[config.mk]
export PLATFORM = sky130hd
export DESIGN_NAME = byte_fifo_with_search
export DESIGN_NICKNAME = d
export VERILOG_FILES = /design/src/bfs_pkg.sv /design/src/bfs_cell.sv /design/src/byte_fifo_with_search.sv
export SDC_FILE = /design/constraint.sdc
export NUM_CORES = 1
export LEC_CHECK = 0
export BUFFER_PORTS_ARGS = -buffer_cell sky130_fd_sc_hd__buf_4
export CORE_MARGIN = 4
export CORE_UTILIZATION = 40
export DETAILED_ROUTE_END_ITERATION = 8
export PLACE_DENSITY = 0.59
export SYNTH_ARGS = -nofsm -noshare
export SYNTH_HDL_FRONTEND = slang
export SYNTH_SLANG_ARGS = --single-unit
[constraint.sdc]
create_clock -name clk -period 5.9 [get_ports clk]
set_clock_uncertainty 0.1 [all_clocks]
set_input_delay 1.77 -clock clk [delete_from_list [all_inputs] [get_ports clk]]
set_output_delay 1.77 -clock clk [all_outputs]
set_load 0.05 [all_outputs]
[src/bfs_pkg.sv]
package bfs_pkg;

	localparam int DEPTH_DEF = 16;
	localparam int CAP_W = 5;
	localparam logic [CAP_W-1:0] CAP_RESET = 5'd16;

	typedef enum logic [1:0] {
		OP_PUSH   = 2'd0,
		OP_POP    = 2'd1,
		OP_SEARCH = 2'd2,
		OP_CLEAR  = 2'd3
	} op_t;

	typedef struct packed {
		logic [1:0] kind;
		logic [7:0] data_in;
	} req_t;

	typedef struct packed {
		logic       ok;
		logic [7:0] data_out;
		logic [7:0] front;
		logic [4:0] count;
	} rsp_t;

	typedef struct packed {
		logic clear;
		logic shift;
		logic probe;
	} cell_ctrl_t;

endpackage

[src/bfs_cell.sv]
module bfs_cell (
	input  logic                clk,
	input  logic                arst_n,
	input  bfs_pkg::cell_ctrl_t ctrl,
	input  logic                load,
	input  logic [7:0]          din,
	input  logic [7:0]          nxt_data,
	input  logic                nxt_valid,
	output logic [7:0]          data,
	output logic                valid,
	output logic                hit
);
	import bfs_pkg::*;

	logic [7:0] data_q;
	logic       valid_q;
	logic       hit_q;

	always_ff @(posedge clk or negedge arst_n) begin
		if (!arst_n) begin
			data_q  <= '0;
			valid_q <= 1'b0;
			hit_q   <= 1'b0;
		end else begin
			if (ctrl.clear) begin
				data_q  <= '0;
				valid_q <= 1'b0;
			end else if (ctrl.shift) begin
				data_q  <= nxt_data;
				valid_q <= nxt_valid;
			end else if (load) begin
				data_q  <= din;
				valid_q <= 1'b1;
			end
			if (ctrl.probe) begin
				hit_q <= valid_q && (data_q == din);
			end
		end
	end

	assign data  = data_q;
	assign valid = valid_q;
	assign hit   = hit_q;

endmodule

[src/byte_fifo_with_search.sv]
// Byte queue with membership search.
// Request channel: start with req (kind, data_in); a request is taken at
// every rising edge where start is high and busy is low. busy stays low,
// so one request can be issued in every cycle.
// Kinds: push, pop, search, clear. Each request gives one response on rsp,
// marked by done for exactly one cycle, once it has passed vld_s1 and done_q.
// The response carries ok, the popped byte, the front byte and the count
// after the operation. The receiver cannot stall; responses stream out in
// request order at one per cycle.
// Storage is a row of DEPTH cells, front in cell 0; a pop shifts every
// cell one place toward the front, a push loads the cell at the count,
// and a search registers a compare in each cell; the hits are ORed
// into rsp.ok when the response is registered.
// cfg_we/cfg_data write the capacity (values above DEPTH act as DEPTH);
// write it only while no response is pending.
// Reset (arst_n low) empties the queue, zeroes every cell and sets the
// capacity to 16.
module byte_fifo_with_search #(
	parameter int DEPTH = bfs_pkg::DEPTH_DEF
) (
	input  logic                       clk,
	input  logic                       arst_n,
	input  logic                       start,
	output logic                       busy,
	input  bfs_pkg::req_t              req,
	output logic                       done,
	output bfs_pkg::rsp_t              rsp,
	input  logic                       cfg_we,
	input  logic [bfs_pkg::CAP_W-1:0]  cfg_data
);
	import bfs_pkg::*;

	localparam int CW = $clog2(DEPTH + 1);
	localparam int LW = (CW > CAP_W) ? CW : CAP_W;

	logic [CAP_W-1:0] cap_q;
	logic [CW-1:0]    count_q;
	logic [LW-1:0]    lim;
	logic             accept;
	logic             push_ok;
	logic             pop_ok;
	cell_ctrl_t       ctrl;
	logic [DEPTH-1:0] load_sel;
	logic [7:0]       cdata [DEPTH];
	logic [DEPTH-1:0] cvalid;
	logic [DEPTH-1:0] chit;

	logic             vld_s1;
	logic             srch_s1;
	logic             ok_s1;
	logic [7:0]       dout_s1;
	logic             done_q;
	rsp_t             rsp_q;

	assign busy   = 1'b0;
	assign accept = start && !busy;

	always_comb begin
		if (LW'(cap_q) > LW'(DEPTH)) begin
			lim = LW'(DEPTH);
		end else begin
			lim = LW'(cap_q);
		end
	end

	assign push_ok = LW'(count_q) < lim;
	assign pop_ok  = count_q != '0;

	assign ctrl.clear = accept && (req.kind == OP_CLEAR);
	assign ctrl.shift = accept && (req.kind == OP_POP) && pop_ok;
	assign ctrl.probe = accept && (req.kind == OP_SEARCH);

	for (genvar i = 0; i < DEPTH; i++) begin : g_cell
		logic [7:0] nd;
		logic       nv;
		if (i == DEPTH - 1) begin : g_last
			assign nd = '0;
			assign nv = 1'b0;
		end else begin : g_mid
			assign nd = cdata[i+1];
			assign nv = cvalid[i+1];
		end
		assign load_sel[i] = accept && (req.kind == OP_PUSH) && push_ok
			&& (count_q == CW'(i));
		bfs_cell u_cell (
			.clk       (clk),
			.arst_n    (arst_n),
			.ctrl      (ctrl),
			.load      (load_sel[i]),
			.din       (req.data_in),
			.nxt_data  (nd),
			.nxt_valid (nv),
			.data      (cdata[i]),
			.valid     (cvalid[i]),
			.hit       (chit[i])
		);
	end

	always_ff @(posedge clk or negedge arst_n) begin
		if (!arst_n) begin
			cap_q   <= CAP_RESET;
			count_q <= '0;
			vld_s1  <= 1'b0;
			done_q  <= 1'b0;
		end else begin
			if (cfg_we) begin
				cap_q <= cfg_data;
			end
			vld_s1 <= accept;
			done_q <= vld_s1;
			if (accept) begin
				unique case (op_t'(req.kind))
					OP_PUSH: begin
						if (push_ok) begin
							count_q <= count_q + CW'(1);
						end
					end
					OP_POP: begin
						if (pop_ok) begin
							count_q <= count_q - CW'(1);
						end
					end
					OP_SEARCH: ;
					OP_CLEAR: count_q <= '0;
					default: ;
				endcase
			end
		end
	end

	always_ff @(posedge clk) begin
		if (accept) begin
			srch_s1 <= req.kind == OP_SEARCH;
			unique case (op_t'(req.kind))
				OP_PUSH: begin
					ok_s1   <= push_ok;
					dout_s1 <= '0;
				end
				OP_POP: begin
					ok_s1   <= pop_ok;
					dout_s1 <= cdata[0];
				end
				OP_SEARCH: begin
					ok_s1   <= 1'b0;
					dout_s1 <= '0;
				end
				OP_CLEAR: begin
					ok_s1   <= 1'b1;
					dout_s1 <= '0;
				end
				default: begin
					ok_s1   <= 1'b0;
					dout_s1 <= '0;
				end
			endcase
		end
		if (vld_s1) begin
			rsp_q.ok       <= srch_s1 ? (|chit) : ok_s1;
			rsp_q.data_out <= dout_s1;
			rsp_q.front    <= cdata[0];
			rsp_q.count    <= CAP_W'(count_q);
		end
	end

	assign done = done_q;
	assign rsp  = rsp_q;

	a_count_bound: assert property (@(posedge clk) disable iff (!arst_n)
		count_q <= CW'(DEPTH))
		else $error("count above depth");

	a_front_valid: assert property (@(posedge clk) disable iff (!arst_n)
		cvalid[0] == (count_q != '0))
		else $error("front cell validity disagrees with count");

	a_resp_timing: assert property (@(posedge clk) disable iff (!arst_n)
		accept |=> ##1 done)
		else $error("response missing two cycles after request");

	a_empty_zero: assert property (@(posedge clk) disable iff (!arst_n)
		!cvalid[0] |-> cdata[0] == '0)
		else $error("empty front cell not zero");

endmodule
==> impl_metrics.toml <==
[synthesis]
muxShareOfSynthArea = 0.0221
synth_cell_types = 58
synth_top_area_cell = "dfrtp_1"
ys_ff_latch = 204
synth_fp_nets = 1126
synth_fa_ha_area_frac = 0.0116
async_flop_share = 0.843
seq_area_frac_synth = 0.488
synthTopCellsByCount = "171 x dfrtp_1, 160 x nand2_1, 126 x inv_1"
synth-compound-area-share = 0.173
synthXorXnorAreaFrac = 0.105
yosys_warnings = 0
syn-cell-area_sq_um = 10800
yosysMostFrequentCell = "dfrtp_1"
avgSynthCellArea_sq_um = 9.84
synthCells = 1097
synth_edf_count = 32
synth_area_leaders = "dfrtp_1 40%, o221ai_1 9.2%, xor2_1 9.1%, edfxtp_1 8.9%, nand2_1 5.6%"
synth_flop_cell = "dfrtp_1"
synth_top_area_frac = 0.396
yosys.area_share.simple = 0.121
synth_top_family_by_area = "compound AO/OA/AOI/OAI gates"

[hold_path]
hold_class = "flip-flop to flip-flop"

[sta]
slew_viol_final = 0
whs_ns = 0.317
period_share = 0.663
tightestPinTransition_ns = 1.03
finalHoldViolCount = 0
min_period_ns = 3.91
maxSlewHeadroom = 0.309
finalSetupViolations = 0
fmax_mhz = 256
fin_tns_setup_ns = 0
grt_setup_unrepaired = "false"

[floorplanning]
dieHeight_um = 172
row_count = 59
die-area_sq_um = 29700
die_w_um = 172
initial_core_util = 0.411
io_pins = 43
coreArea_sq_um = 26300

[flow_run]
cap_violations = 0

[power_and_ir_drop]
p_leak_nw = 5.00
combPwrFrac = 0.260
intPower_w = 0.00291
switching_share = 0.361
p_per_area_nw_per_um2 = 376
p_seq_frac = 0.389
p_sw_w = 0.00164
clock_power_share = 0.351
irDropWorstVdd_mv = 0.188

[critical_path]
slowest_stage = "nor3b_4"
arrival_ns = 4.18
crit_type = "primary input to flip-flop"
required_ns = 6.16
cp_common_cell = "buf_4"
cp_cell_sequence = "buf_4 -> nor3b_4 -> buf_4 -> o2111ai_1 -> o21ai_1 -> o221ai_1"
cpPeakStageDelay_ns = 0.75
startpoint_type = "primary input"
critPathCaptureType = "flip-flop"
worst-path-max-fanout = 22

[layout]
antennaDiodeCount = 0
regArea_sq_um = 5270
fillers = 2495
areaGrowthSynthToFinish_pct = 12.2
drive_gt1_frac = 0.0975
multi_input_comb_area_sq_um = 4680
fin_nets = 1119

[route]
route.detailed.drc = 0
postRouteAntennaNets = 0
wl_mm = 33.2
wl_met1_mm = 14.9
dr_wl_met2_mm = 14.4
viasPerCell = 5.90
drt_iter0_markers = 773
vias = 8518
post_drt_wl_per_cell_um = 23.0
top_layer_used = "met4"
wl_met3_mm = 2.63
firstDrtPassIters = 6

[placed_design]
gp_congestion = 0.883
dp_hpwl_mm = 21.8
io_buffer_count = 41

[clock_tree]
h-tree-depth = 1
numCtsBuffers = 24
cts_buffer_depth = 3
clock-root-buffer = "clkbuf_16"
path_clk_slew_ns = 0.05
cts_sinks = 204
cts_hold_buf = 0
postCtsSetupBuffers = 0
cts_tree = "done"
insertion_delay_ns = 0.54
cts_resized = 0

[global_routing]
grt_antenna_before_repair = 0
grt-ovfl-total = 0
grt_max_degree = 121
grt_pass1_wl_mm = 51.8
grt_pass1_vias = 8401
track_usage = 0.228

[outcome]
status = "complete, no violations"
## cells by family (layout without fill, tap and decap cells)
logic type / Yosys count / in the layout
and+or+nand+nor: 275 / 275
AOI/OAI and AO/OA: 243 / 243
buffers and inverters: 212 / 223
DFF: 204 / 204
xor gates and xnor gates: 129 / 129
muxes: 23 / 23
adders and majority gates: 10 / 10
other: 1 / 1
## final cells by class
cell class,count,area share
clock buffers,32,0.0570
clock inverters,12,0.0138
inverters,126,0.0390
multi-input cells,681,0.386
flip-flops and latches,204,0.435
well taps,335,0.0346
repair buffers,53,0.0352
## power by group through the flow
stage | Clock, W | Combinational, W | Sequential [W]
final | 0.00160 | 0.00119 | 0.00177
after global routing | 0.00167 | 0.00127 | 0.00179
after detailed placement | 0 | 0.00116 | 0.00179
after CTS | 0.00162 | 0.00116 | 0.00177
after floorplan | 0 | 0.000721 | 0.00180
after global placement | 0 | 0.00115 | 0.00179
## routing by layer
layer / global-route usage / up-vias
li1: - / 3895
met1: 0.335 / 4205
met2: 0.338 / 342
met3: 0.0473 / 76
met4: 0.0742 / 0
met5: 0 / -
## worst max-delay path, delay by kind of cell
kind | cells | cell delay (ns)
AOI/OAI and AO/OA | 3 | 1.05
and+or+nand+nor | 1 | 0.75
buffers and inverters | 2 | 0.59
## state kept, by name (all words and copies together), names as in the netlist
name                 cells
g_cell.u_cell.data     128
rsp                     22
g_cell.u_cell.hit       16
g_cell.u_cell.valid     16
dout_s1                  8
cap_q                    5
count_q                  5
done                     1
ok_s1                    1
srch_s1                  1
vld_s1                   1
## per-stage QoR
step / area, sq um / util / instances / power [W] / worst slack [ns]
finish: 12100 / 0.461 / 1443 / 0.00456 / 1.99
detailed placement: 11300 / 0.428 / 1399 / 0.00295 / 1.55
global placement: 11300 / 0.428 / 1399 / 0.00294 / 1.62
global route: 12100 / 0.461 / 1443 / 0.00474 / 1.86
CTS: 12100 / 0.461 / 1443 / 0.00455 / 2.09
floorplan: 10800 / - / 1097 / 0.00252 / 2.52
## worst paths after layout
check / start / endpoint / slack [ns] / depth (start not counted)
min in group asynchronous: arst_n / done / 1.17 / 1
worst max-delay path: start / g_cell[13].u_cell.data[2] / 1.99 / 6
worst min register to register: dout_s1[2] / rsp[15] / 0.32 / 0
max in group asynchronous: arst_n / g_cell[13].u_cell.data[7] / 3.49 / 2
worst max register to register: cap_q[4] / g_cell[1].u_cell.data[2] / 2.31 / 6
worst min-delay path: dout_s1[2] / rsp[15] / 0.32 / 0
## placed cells by master (no fill, tap or decap), drive strengths merged, types with 2 or more instances in the layout
cell type / instances
nand2: 160
nor4b: 2
inv: 126
nor3: 18
ha: 10
xnor2: 17
mux2i: 16
o21ai: 49
a41oi: 14
bufinv: 4
o211a: 2
buf: 53
o311ai: 8
a21oi: 19
o22ai: 2
nand4: 18
edfxtp: 32
nor2: 4
and2: 9
o2111ai: 14
o221ai: 114
o31ai: 8
nand3: 21
a31oi: 4
clkinv: 8
xor2: 112
dfrtp: 171
or3: 2
nor4: 19
mux2: 7
nor2b: 8
or4b: 2
nor3b: 3
clkbuf: 32
and3: 4
(Power assumes the default switching activity.)
